<file path="src/design/bfa_pkg.sv">
// ----------------------------------------------------------------------------
// Best-fit arena allocator package
// Arena geometry, field widths, status codes, sequencer states and the
// transaction and control structs shared by the allocator modules.
// ----------------------------------------------------------------------------
package bfa_pkg;

  localparam int ARENA_BYTES = 4096;
  localparam int GRANULES    = ARENA_BYTES / 4;
  localparam int GIDX_W      = $clog2(GRANULES);
  localparam int GLEN_W      = $clog2(GRANULES + 2);
  localparam int SIZE_W      = 13;
  localparam int ADDR_W      = 12;
  localparam int STAT_W      = 3;
  localparam int NEED_W      = SIZE_W - 1;
  localparam int CMP_W       = (GLEN_W > NEED_W) ? GLEN_W : NEED_W;

  localparam logic CMD_ALLOC = 1'b0;
  localparam logic CMD_FREE  = 1'b1;

  localparam logic [STAT_W-1:0] STS_OK           = 3'd0;
  localparam logic [STAT_W-1:0] STS_NO_SPACE     = 3'd1;
  localparam logic [STAT_W-1:0] STS_BAD_SIZE     = 3'd2;
  localparam logic [STAT_W-1:0] STS_NOT_START    = 3'd3;
  localparam logic [STAT_W-1:0] STS_ALREADY_FREE = 3'd4;

  typedef enum logic [2:0] {
    S_CLEAR,
    S_IDLE,
    S_SCAN,
    S_DRAIN,
    S_CLOSE,
    S_WR1,
    S_WR2
  } state_t;

  typedef struct packed {
    logic              cmd;
    logic [SIZE_W-1:0] req_size;
    logic [ADDR_W-1:0] addr;
  } in_t;

  typedef struct packed {
    logic [ADDR_W-1:0] result_addr;
    logic [STAT_W-1:0] status;
  } out_t;

  // One granule's marks as held in the mark memory.
  typedef struct packed {
    logic start;
    logic used;
  } ent_t;

  typedef struct packed {
    logic              init;
    logic              feed;
    logic              close_end;
    logic [GIDX_W-1:0] idx;
  } scan_ctl_t;

  typedef struct packed {
    logic              best_found;
    logic [GIDX_W-1:0] best_idx;
    logic [GLEN_W-1:0] best_len;
    logic              tgt_start;
    logic              tgt_used;
    logic              prev_used;
    logic              nxt_found;
    logic [GIDX_W-1:0] nxt_idx;
    logic              nxt_used;
  } scan_res_t;

endpackage

</file>
<file path="src/design/bfa_ram.sv">
// ----------------------------------------------------------------------------
// Best-fit arena allocator mark memory
// Simple dual-port RAM: one write port, one read port with registered data.
// ----------------------------------------------------------------------------
module bfa_ram #(
  parameter int DEPTH = 1024,
  parameter int WIDTH = 2,
  parameter int AW    = $clog2(DEPTH)
) (
  input  logic             clk,
  input  logic             we,
  input  logic [AW-1:0]    waddr,
  input  logic [WIDTH-1:0] wdata,
  input  logic [AW-1:0]    raddr,
  output logic [WIDTH-1:0] rdata
);

  logic [WIDTH-1:0] mem [DEPTH];

  always_ff @(posedge clk) begin
    if (we) begin
      mem[waddr] <= wdata;
    end
  end

  always_ff @(posedge clk) begin
    rdata <= mem[raddr];
  end

endmodule

</file>
<file path="src/design/bfa_scan.sv">
// ----------------------------------------------------------------------------
// Best-fit arena allocator segment scanner
// Takes granule marks in address order, closes one segment at each start
// mark and at the arena end, and keeps the best fit and the target's neighbors.
// ----------------------------------------------------------------------------
module bfa_scan import bfa_pkg::*; (
  input  logic              clk,
  input  logic              rst_n,
  input  scan_ctl_t         ctl,
  input  ent_t              ent,
  input  logic [NEED_W-1:0] need,
  input  logic [GIDX_W-1:0] tgt,
  output scan_res_t         res
);

  logic              seg_open_r;
  logic [GIDX_W-1:0] cur_start_r;
  logic              cur_used_r;
  scan_res_t         res_r;

  logic [GLEN_W-1:0] boundary;
  logic [GLEN_W-1:0] seg_len;
  logic              do_close;
  logic              fits;
  logic              mark_seen;

  // The shared subtract and compare: length of the segment being closed.
  always_comb begin
    boundary  = ctl.close_end ? GLEN_W'(GRANULES) : GLEN_W'(ctl.idx);
    seg_len   = boundary - GLEN_W'(cur_start_r);
    mark_seen = ctl.feed && ent.start;
    do_close  = seg_open_r && (ctl.close_end || mark_seen);
    fits      = !cur_used_r && (CMP_W'(seg_len) >= CMP_W'(need)) &&
                (seg_len < res_r.best_len);
  end

  always_ff @(posedge clk) begin
    if (!rst_n) begin
      seg_open_r <= 1'b0;
    end else if (ctl.init) begin
      seg_open_r <= 1'b0;
    end else if (mark_seen) begin
      seg_open_r <= 1'b1;
    end
  end

  always_ff @(posedge clk) begin
    if (ctl.init) begin
      res_r.best_found <= 1'b0;
      res_r.best_len   <= GLEN_W'(GRANULES + 1);
      res_r.tgt_start  <= 1'b0;
      res_r.tgt_used   <= 1'b0;
      res_r.prev_used  <= 1'b0;
      res_r.nxt_found  <= 1'b0;
    end else begin
      if (do_close && fits) begin
        res_r.best_found <= 1'b1;
        res_r.best_idx   <= cur_start_r;
        res_r.best_len   <= seg_len;
      end
      if (mark_seen) begin
        cur_start_r <= ctl.idx;
        cur_used_r  <= ent.used;
        if (ctl.idx < tgt) begin
          res_r.prev_used <= ent.used;
        end else if (ctl.idx == tgt) begin
          res_r.tgt_start <= 1'b1;
          res_r.tgt_used  <= ent.used;
        end else if (!res_r.nxt_found) begin
          res_r.nxt_found <= 1'b1;
          res_r.nxt_idx   <= ctl.idx;
          res_r.nxt_used  <= ent.used;
        end
      end
    end
  end

  assign res = res_r;

endmodule

</file>
<file path="src/design/best_fit_arena_allocator.sv">
// ----------------------------------------------------------------------------
// Best-fit arena allocator
// Allocates and frees 4-byte-granule segments of one arena, best fit with
// lowest address on ties, merging freed segments with free neighbors.
// ----------------------------------------------------------------------------
//   Channel  Ports                 Handshake
//   request  start, busy, in_data  taken when start is high and busy is low
//   result   out_valid, out_data   shown for one cycle, always taken
//
// After reset a clearing pass writes all GRANULES (1024) marks of the mark memory
// while busy is high. A zero-size allocate or an unaligned free is answered in
// the next cycle. Every other request walks all GRANULES marks through the
// one memory read port, one granule a cycle, then closes the last segment and
// writes up to two marks before its result appears. The receiver cannot stall,
// so busy depends only on the sequencer.
module best_fit_arena_allocator import bfa_pkg::*; (
  input  logic clk,
  input  logic rst_n,
  input  logic start,
  output logic busy,
  input  in_t  in_data,
  output logic out_valid,
  output out_t out_data
);

  state_t            state_r, state_nxt;
  logic [GIDX_W-1:0] cnt_r, cnt_nxt;
  logic              feed_vld_r, feed_vld_nxt;
  logic [GIDX_W-1:0] feed_idx_r;
  in_t               req_r;
  logic [NEED_W-1:0] need_r, need_nxt;
  logic [GIDX_W-1:0] tgt_r, tgt_nxt;
  logic              out_valid_r, out_valid_nxt;
  out_t              out_data_r, out_data_nxt;

  logic              accept;
  logic              we;
  logic [GIDX_W-1:0] waddr;
  ent_t              wdata;
  ent_t              rdata;
  scan_ctl_t         ctl;
  scan_res_t         res;
  logic              merge_prev;

  assign accept = start && (state_r == S_IDLE);
  assign merge_prev = (tgt_r != '0) && !res.prev_used;

  bfa_ram #(
    .DEPTH (GRANULES),
    .WIDTH ($bits(ent_t))
  ) u_ram (
    .clk   (clk),
    .we    (we),
    .waddr (waddr),
    .wdata (wdata),
    .raddr (cnt_r),
    .rdata (rdata)
  );

  bfa_scan u_scan (
    .clk   (clk),
    .rst_n (rst_n),
    .ctl   (ctl),
    .ent   (rdata),
    .need  (need_r),
    .tgt   (tgt_r),
    .res   (res)
  );

  always_ff @(posedge clk) begin
    if (!rst_n) begin
      state_r     <= S_CLEAR;
      cnt_r       <= '0;
      feed_vld_r  <= 1'b0;
      out_valid_r <= 1'b0;
    end else begin
      state_r     <= state_nxt;
      cnt_r       <= cnt_nxt;
      feed_vld_r  <= feed_vld_nxt;
      out_valid_r <= out_valid_nxt;
    end
  end

  always_ff @(posedge clk) begin
    feed_idx_r <= cnt_r;
    need_r     <= need_nxt;
    tgt_r      <= tgt_nxt;
    out_data_r <= out_data_nxt;
    if (accept) begin
      req_r <= in_data;
    end
  end

  always_comb begin
    state_nxt     = state_r;
    cnt_nxt       = cnt_r;
    feed_vld_nxt  = 1'b0;
    need_nxt      = need_r;
    tgt_nxt       = tgt_r;
    out_valid_nxt = 1'b0;
    out_data_nxt  = '0;
    we            = 1'b0;
    waddr         = cnt_r;
    wdata         = '0;
    ctl.init      = 1'b0;
    ctl.feed      = feed_vld_r;
    ctl.close_end = 1'b0;
    ctl.idx       = feed_idx_r;

    unique case (state_r)
      S_CLEAR: begin
        we          = 1'b1;
        wdata.start = (cnt_r == '0);
        if (cnt_r == GIDX_W'(GRANULES - 1)) begin
          cnt_nxt   = '0;
          state_nxt = S_IDLE;
        end else begin
          cnt_nxt = cnt_r + 1'b1;
        end
      end
      S_IDLE: begin
        if (accept) begin
          need_nxt = NEED_W'(((SIZE_W + 1)'(in_data.req_size) + (SIZE_W + 1)'(3)) >> 2);
          tgt_nxt  = GIDX_W'(in_data.addr >> 2);
          cnt_nxt  = '0;
          ctl.init = 1'b1;
          if (in_data.cmd == CMD_ALLOC && in_data.req_size == '0) begin
            out_valid_nxt       = 1'b1;
            out_data_nxt.status = STS_BAD_SIZE;
          end else if (in_data.cmd == CMD_FREE &&
                       (in_data.addr[1:0] != 2'b00 ||
                        32'(in_data.addr) >= ARENA_BYTES)) begin
            out_valid_nxt       = 1'b1;
            out_data_nxt.status = STS_NOT_START;
          end else begin
            state_nxt = S_SCAN;
          end
        end
      end
      S_SCAN: begin
        // Read granule cnt_r now; its marks reach the scanner next cycle.
        feed_vld_nxt = 1'b1;
        if (cnt_r == GIDX_W'(GRANULES - 1)) begin
          state_nxt = S_DRAIN;
        end else begin
          cnt_nxt = cnt_r + 1'b1;
        end
      end
      S_DRAIN: begin
        state_nxt = S_CLOSE;
      end
      S_CLOSE: begin
        ctl.close_end = 1'b1;
        state_nxt     = S_WR1;
      end
      S_WR1: begin
        state_nxt = S_IDLE;
        if (req_r.cmd == CMD_ALLOC) begin
          if (!res.best_found) begin
            out_valid_nxt       = 1'b1;
            out_data_nxt.status = STS_NO_SPACE;
          end else begin
            we          = 1'b1;
            waddr       = res.best_idx;
            wdata.start = 1'b1;
            wdata.used  = 1'b1;
            if (CMP_W'(res.best_len) > CMP_W'(need_r)) begin
              state_nxt = S_WR2;
            end else begin
              out_valid_nxt            = 1'b1;
              out_data_nxt.status      = STS_OK;
              out_data_nxt.result_addr = ADDR_W'({res.best_idx, 2'b00});
            end
          end
        end else begin
          if (!res.tgt_start) begin
            out_valid_nxt       = 1'b1;
            out_data_nxt.status = STS_NOT_START;
          end else if (!res.tgt_used) begin
            out_valid_nxt       = 1'b1;
            out_data_nxt.status = STS_ALREADY_FREE;
          end else begin
            // Freed segment folds into a free predecessor by losing its mark.
            we          = 1'b1;
            waddr       = tgt_r;
            wdata.start = !merge_prev;
            wdata.used  = 1'b0;
            if (res.nxt_found && !res.nxt_used) begin
              state_nxt = S_WR2;
            end else begin
              out_valid_nxt       = 1'b1;
              out_data_nxt.status = STS_OK;
            end
          end
        end
      end
      S_WR2: begin
        state_nxt           = S_IDLE;
        we                  = 1'b1;
        out_valid_nxt       = 1'b1;
        out_data_nxt.status = STS_OK;
        if (req_r.cmd == CMD_ALLOC) begin
          // Split the remainder off as a new free segment.
          waddr       = GIDX_W'(GLEN_W'(res.best_idx) + GLEN_W'(need_r));
          wdata.start = 1'b1;
          wdata.used  = 1'b0;
          out_data_nxt.result_addr = ADDR_W'({res.best_idx, 2'b00});
        end else begin
          waddr = res.nxt_idx;
          wdata = '0;
        end
      end
      default: begin
        state_nxt = S_IDLE;
      end
    endcase
  end

  assign busy      = (state_r != S_IDLE);
  assign out_valid = out_valid_r;
  assign out_data  = out_data_r;

endmodule

</file>
<file path="config.mk">
export PLATFORM = sky130hd
export DESIGN_NAME = best_fit_arena_allocator
export DESIGN_NICKNAME = d
export VERILOG_FILES = /design/src/design/bfa_pkg.sv /design/src/design/bfa_ram.sv /design/src/design/bfa_scan.sv /design/src/design/best_fit_arena_allocator.sv
export SDC_FILE = /design/constraint.sdc
export NUM_CORES = 2
export LEC_CHECK = 0
export BUFFER_PORTS_ARGS = -buffer_cell sky130_fd_sc_hd__buf_2
export CORE_MARGIN = 5
export CORE_UTILIZATION = 35
export DETAILED_ROUTE_END_ITERATION = 16
export PLACE_DENSITY = 0.59
export SLEW_MARGIN = 5
export SYNTH_ARGS = -nofsm -noshare
export SYNTH_HDL_FRONTEND = slang
export SYNTH_SLANG_ARGS = --single-unit
</file>
<file path="constraint.sdc">
create_clock -name clk -period 48.2 [get_ports clk]
set_input_delay 14.46 -clock clk [delete_from_list [all_inputs] [get_ports clk]]
set_output_delay 14.46 -clock clk [all_outputs]
set_load 0.1 [all_outputs]
</file>
---- Word level (Yosys, flattened, before mapping) ----
Memory sizes are Yosys's and may differ from the RTL's. A register that Yosys moved wholly into a read port is not among the register bits.
Index checks and enable logic that the tools add are counted.
operators by class
  bitwise operators ....................... 6
  div/mod/pow operators ................... 0
  eq/ne operators ......................... 15
  $add $sub $neg .......................... 4
  order comparisons ....................... 4
  multiplexer cells ....................... 64
  $mul .................................... 0
  shifts and indexed selects .............. 0
  reduce and logical (&&, ||, !) cells .... 32
operator list
  operator                                       number
  two-way mux 10 bit                             8
  two-way mux 3 bit                              17
  two-way mux 12 bit                             3
  case mux 10 bit (3 select lines)               1
  case mux 12 bit (2 select lines)               1
  case mux 10 bit (2 select lines)               1
  two-way mux 1 bit                              19
  case mux 3 bit (6 select lines)                1
  two-way mux 15 bit                             1
  adder 13 x 2 -> 14 bit, second input constant  1
  logical NOT 13 bit                             1
  greater-or-equal comparator 11 x 12 -> 1 bit   1
  greater-than comparator 11 x 12 -> 1 bit       1
  two-way mux 2 bit                              6
  inequality test 2 bit, second input constant   6
  < comparator 11 bit                            1
  two-way mux 11 bit                             1
  subtractor 11 x 10 -> 11 bit                   1
  adder 10 x 1 -> 10 bit, second input constant  1
  adder 10 bit                                   1
  == test 10 bit                                 1
  == test 10 bit, second input constant          1
  logical AND 1 bit                              10
  logical NOT 10 bit                             1
  19 further kinds                               39
word-level totals
  latch bits .............................. 0
  memories ................................ 1
  output and inout bits ................... 17
  bits in writable memories ............... 2048
  logic and storage cells ................. 148
  memory bits (read-only) ................. 0
  bits of input ports ..................... 29
  register bits ........................... 112
memory list
  memory     words  bits a word  rd ports  clocked after memory_dff  wr ports  line           RTL
  u_ram.mem  1024   2            1         1                         1         bfa_ram.sv:18  logic [WIDTH-1:0] mem [DEPTH];

---- Depth between registers and ports, before layout ----
  word-level depth ........................ 9
  mapped depth ............................ 27
  gate-level depth less buffers ........... 23

---- Cells and area by module ----
Synthesis repeated with hierarchy kept, for this count alone.
unflattened totals
  cells, all modules ...................... 5488
  area total of the unflattened synthesis .. 90466.8 um2
modules (own cells, without submodules)
  module                    seq. area each (um2)  area an instance (um2)  cells each  instances
  bfa_ram                   61539.0               83757.8                 4793        1
  best_fit_arena_allocator  1451.4                3538.4                  392         1
  bfa_scan                  1301.2                3170.5                  303         1

---- Worst setup path before layout ----
OpenSTA, ideal clock, no wires.
  path kind ............................... register -> register
  start point ............................. register req_r[25] in the netlist's numbering
  end point ............................... memory u_ram.mem[0][1], data pin
  path buffers ............................ 2
  setup time .............................. 8.128 ns
  data required time ...................... 40.072 ns
  cell stages (with the launch flop) ...... 6
  arrival ................................. 40.442 ns
  path slack .............................. -0.370 ns
  path through ............................ edfxtp_1 and3_1 clkbuf_1 buf_2 a21oi_1 o21ai_0
on the way
  word-level cells in the longest chain between the ends .. 2
  elaborated cells on any way between the ends .. 3
  those cells by class .................... mux (3)
RTL lines
  what                                  line                                                              RTL
  start: declaration                    best_fit_arena_allocator.sv:30                                    in_t req_r;
  start signal: assignment              best_fit_arena_allocator.sv:90                                    req_r <= in_data;
  two-way mux 2 bit (on tied branches)  best_fit_arena_allocator.sv:202, best_fit_arena_allocator.sv:158
  case mux 1 bit (3 select lines) (*)   best_fit_arena_allocator.sv:110                                   unique case (state_r)
  net u_ram.wdata[1]                    bfa_ram.sv:13                                                     input logic [WIDTH-1:0] wdata,
  end: declaration                      bfa_ram.sv:18
Mark *: on every way through the listed nets, which the timed path passes. The rest lies on a longest branch.

---- Worst setup path after layout ----
  start point ............................. register state_r[1]
  end point ............................... output port busy
on the way
  word-level cells in the longest chain between the ends .. 1
RTL lines
  what                            line                             RTL
  start: declaration              best_fit_arena_allocator.sv:26   state_t state_r, state_nxt;
  start signal: assignment        best_fit_arena_allocator.sv:77   state_r <= state_nxt;
  inequality test 3 x 1 -> 1 bit  best_fit_arena_allocator.sv:219  assign busy = (state_r != S_IDLE);
  end: declaration                best_fit_arena_allocator.sv:20   output logic busy,
Every way passes these cells.

==> flow_summary_export.csv <==
group,metric,value,unit
route,drc_errors,0,
route,num_vias,51600,
grt,grt_usage,18.5,%
clock_network,clk_pin_slew,0.07,ns
worst_setup_path,max_stage_delay,0.54,ns
placed_design,io_buffers,43,
worst_setup_path,critPathSlowestCell,"dfxtp_1",
die,die_area,270000,um2
synthesis,yosysTopAreaCellShare,69.6,%
synthesis,synth_area_per_cell,16.9,um2
grt,grt_max_degree,239,
synthesis,synth-simple-area-share,7.81,%
worst_setup_path,reg2reg_slack,41.69,ns
die,core_area,259000,um2
hold_path,hold_class,"reg2reg",
timing,fin_crit,16.90,ns
synthesis,yosys_warnings,0,
grt,grt_overflow,0,
synthesis,netlist_instances,5363,
timing,grt_setup_unrepaired,"no",
clock_network,clk-insertion-delay-late,0.86,ns
route,drtPass1Iterations,5,
route,via_per_inst,5.80,
layout,nNetsFinal,5399,
worst_setup_path,cp-start-kind,"register",
hold_path,hold_end,"u_scan.res[34]$_DFFE_PP_",
synthesis,yosys-top-cells-area,"edfxtp_1 (70%), mux4_2 (12%), nor3_1 (4.3%), mux2i_1 (1.6%), nor2_1 (1.4%)",
timing,tns,0,ns
timing,slew_headroom,11.2,%
worst_setup_path,path_cells,"and2b_1 -> and2_1 -> inv_1 -> buf_2",
pwr,leakage,28.1,nW
die,io_pins,46,
timing,worst_slack,31.30,ns
grt,grt_pass1_vias,52000,
pwr,pwr_density_cell,38.8,nW/um2
clock_network,cts_tree,"done",
clock_network,clock_sinks,2160,
timing,setup_viol,0,
run_status,status,"finished, final reports clean",
hold_path,hold_path_depth,0,
synthesis,synthAdderAreaFrac,0.913,%
timing,finalCritPeriodShare,35.1,%
synthesis,synth_seq_cells,2160,
clock_network,htreeDepth,4,
worst_setup_path,endpoint_kind,"primary output",
synthesis,ys.flop_type,"edfxtp_1",
clock_network,root_buffer,"clkbuf_16",
synthesis,synth_edf_count,2103,
layout,syn_to_final_growth,11.5,%
die,start_util,35.1,%
worst_setup_path,required,33.74,ns
route,post_drt_wl_per_cell,28.8,um
worst_setup_path,critPathArrivalTime,2.44,ns
job,drv_cap,0,
worst_setup_path,crit_type,"reg2out",
synthesis,synth_cell_type_count,89,
timing,max_freq,59.2,MHz
clock_network,ctsResizeCount,0,
layout,layout-drive-gt1-share,19.2,%
die,die_y,519,um
worst_setup_path,path_max_fanout,13,
timing,slew_violations,0,
route,initialDrtViolationCount,5906,
die,die_w,519,um
placed_design,preCtsSetupSlack,31.57,ns
timing,tightest_slew,1.33,ns
synthesis,yosysTopAreaCell,"edfxtp_1",
die,num_rows,187,
placed_design,gp_congestion,0.838,
clock_network,post_cts_buffers,0,
route,drtAntennaViolNets,0,
synthesis,synth-compound-area-share,3.57,%
pwr,peakVddDrop,0.0374,mV
synthesis,synth_top_family_by_area,"multiplexers",
synthesis,synthXorXnorAreaFrac,0.290,%
placed_design,hpwl,149000,um
clock_network,cts_hold_buf,0,
timing,hold_viol_final,0,
grt,grt_pass1_wl,370000,um
synthesis,synthMuxAreaShare,13.8,%
grt,antenna_found_initial,4,
clock_network,clk_path_buf_depth,3,
synthesis,netlist_area,90800,um2
route,drt_wl_total,256000,um
worst_setup_path,cp_num_buf_inv,2,
synthesis,seq_area_frac_synth,70.8,%
worst_setup_path,cp_top_family,"buffers and inverters",
worst_setup_path,rr_endpoint,"u_scan.res[26]$_DFFE_PP_",
hold_path,min_from,"u_scan.cur_start_r[8]$_DFFE_PP_",
worst_setup_path,r2r-start,"state_r[2]$_SDFFE_PN0P_",
synthesis,async_flop_share,0,%
layout,nFillCells,23400,
worst_setup_path,ff2ff_path_depth,22,
clock_network,cts_made_buffers,215,
timing,clock_skew,0.0416,ns
-- cells by family (layout without fill, tap and decap cells) --
family,count (synthesis),in the layout
simple gates,1475,1475
fa+ha+maj,65,65
mux,639,639
compound gates,458,458
buf+inv,535,657
xor+xnor,30,30
flops,2160,2160
other cells,1,5
-- stage by stage --
stage	area (um2)	cells	hold slack [ns]	power [mW]	util, %
floorplan	90800	5364	0.326	2.33	-
global placement	94400	8490	0.447	2.32	36.5
detailed placement	94400	8490	0.447	2.32	36.5
CTS	101000	8888	0.452	3.95	39.1
global route	101000	8888	0.470	4.05	39.1
finish	101000	8891	0.453	3.93	39.1
-- flip-flops by register name, indices dropped and copies added, names as in the netlist --
register,flops
need_r,12
cnt_r,10
u_scan.seg_open_r,1
u_scan.cur_start_r,10
u_ram.rdata,2
req_r,1
feed_idx_r,10
u_scan.res,37
feed_vld_r,1
u_ram.mem,2048
u_scan.cur_used_r,1
out_data,13
out_valid,1
tgt_r,10
state_r,3
-- metal layers --
layer | global-route usage, % | share of wire, % | up-vias
li1 | - | - | 21500
met1 | 25.7 | 41 | 27100
met2 | 29.3 | 47 | 2507
met3 | 4.07 | 9.3 | 414
met4 | 5.41 | 2.9 | 0
met5 | 0 | 0 | -
-- how the worst max path moves through the flow --
stage / start / end / cells past startpoint
floorplan: req_r[25]$_DFFE_PP_ / u_ram.mem[0][1]$_DFFE_PP_ / 5
global placement: start / u_scan.res[10]$_DFFE_PP_ / 4
detailed placement: start / u_scan.res[10]$_DFFE_PP_ / 4
CTS: state_r[1]$_SDFFE_PN0P_ / busy / 4
global route: state_r[1]$_SDFFE_PN0P_ / busy / 4
finish: state_r[1]$_SDFFE_PN0P_ / busy / 4
-- cell type report --
| cell class | count | area [um2] | area share (%) |
|---|---|---|---|
| diodes | 3 | 7.51 | 0.00742 |
| clock buffers | 257 | 5540 | 5.47 |
| clock inverters | 141 | 1320 | 1.31 |
| inverters | 68 | 260 | 0.257 |
| multi-input cells | 2669 | 24100 | 23.8 |
| flip-flops and latches | 2160 | 64300 | 63.5 |
| well taps | 3402 | 4260 | 4.20 |
| repair buffers | 191 | 1440 | 1.42 |
-- cell usage after synthesis, types with 21 or more instances --
master and number:
a22oi_1 79, nor2b_1 30, buf_1 39, nand2_1 130, nor2_1 350, edfxtp_1 2103, a21oi_1 85, mux4_2 488
o22ai_1 26, nand3_1 69, buf_6 21, buf_4 41, a221oi_1 46, ha_1 63, buf_2 133, a22o_1 22
o21ai_0 55, dfxtp_1 57, nor3_1 781, clkbuf_1 229, mux2i_1 146, inv_1 65
-- worst register-to-register path, stage by stage, from the launching register on --
cell and delay (ns):
dfxtp_1 0.50, inv_2 0.14, nor3_1 0.26, buf_4 0.25
nand2b_1 0.14, ha_1 0.17, inv_1 0.07, fa_1 0.43
a21o_1 0.18, a21oi_1 0.21, o21ai_0 0.11, a21oi_1 0.22
o21ai_0 0.19, a21oi_1 0.18, o21bai_1 0.09, xor2_1 0.25
inv_1 0.10, ha_1 0.19, or4b_2 0.61, a2111oi_0 0.35
o41ai_1 0.15, a211o_1 0.58, nor2_1 0.73
-- cell usage in the layout (no fill, tap or decap), types with 14 or more instances in the layout --
master	instances
xor2_1	14
buf_4	139
o22ai_1	26
and2_1	15
nand3_1	65
nand2_1	130
o211ai_1	19
clkinv_1	50
o21a_1	19
edfxtp_1	2103
bufinv_16	19
nor2_1	343
a221oi_1	46
clkinv_2	49
a22oi_1	79
a22o_1	22
nand4_1	16
buf_2	43
dfxtp_1	53
mux4_2	488
a21oi_1	85
xnor2_1	16
clkbuf_16	215
inv_1	65
nor3_1	781
mux2i_1	146
nor2b_1	29
clkbuf_1	42
o21ai_0	54
ha_1	63
-- report_power, final --
| part | internal [mW] | leakage [nW] | switching [mW] |
|---|---|---|---|
| registers | 2.08 | 17.5 | 0.00554 |
| logic | 0.0658 | 7.22 | 0.137 |
| clock network | 0.923 | 3.36 | 0.723 |
(Power assumes the default switching activity.)
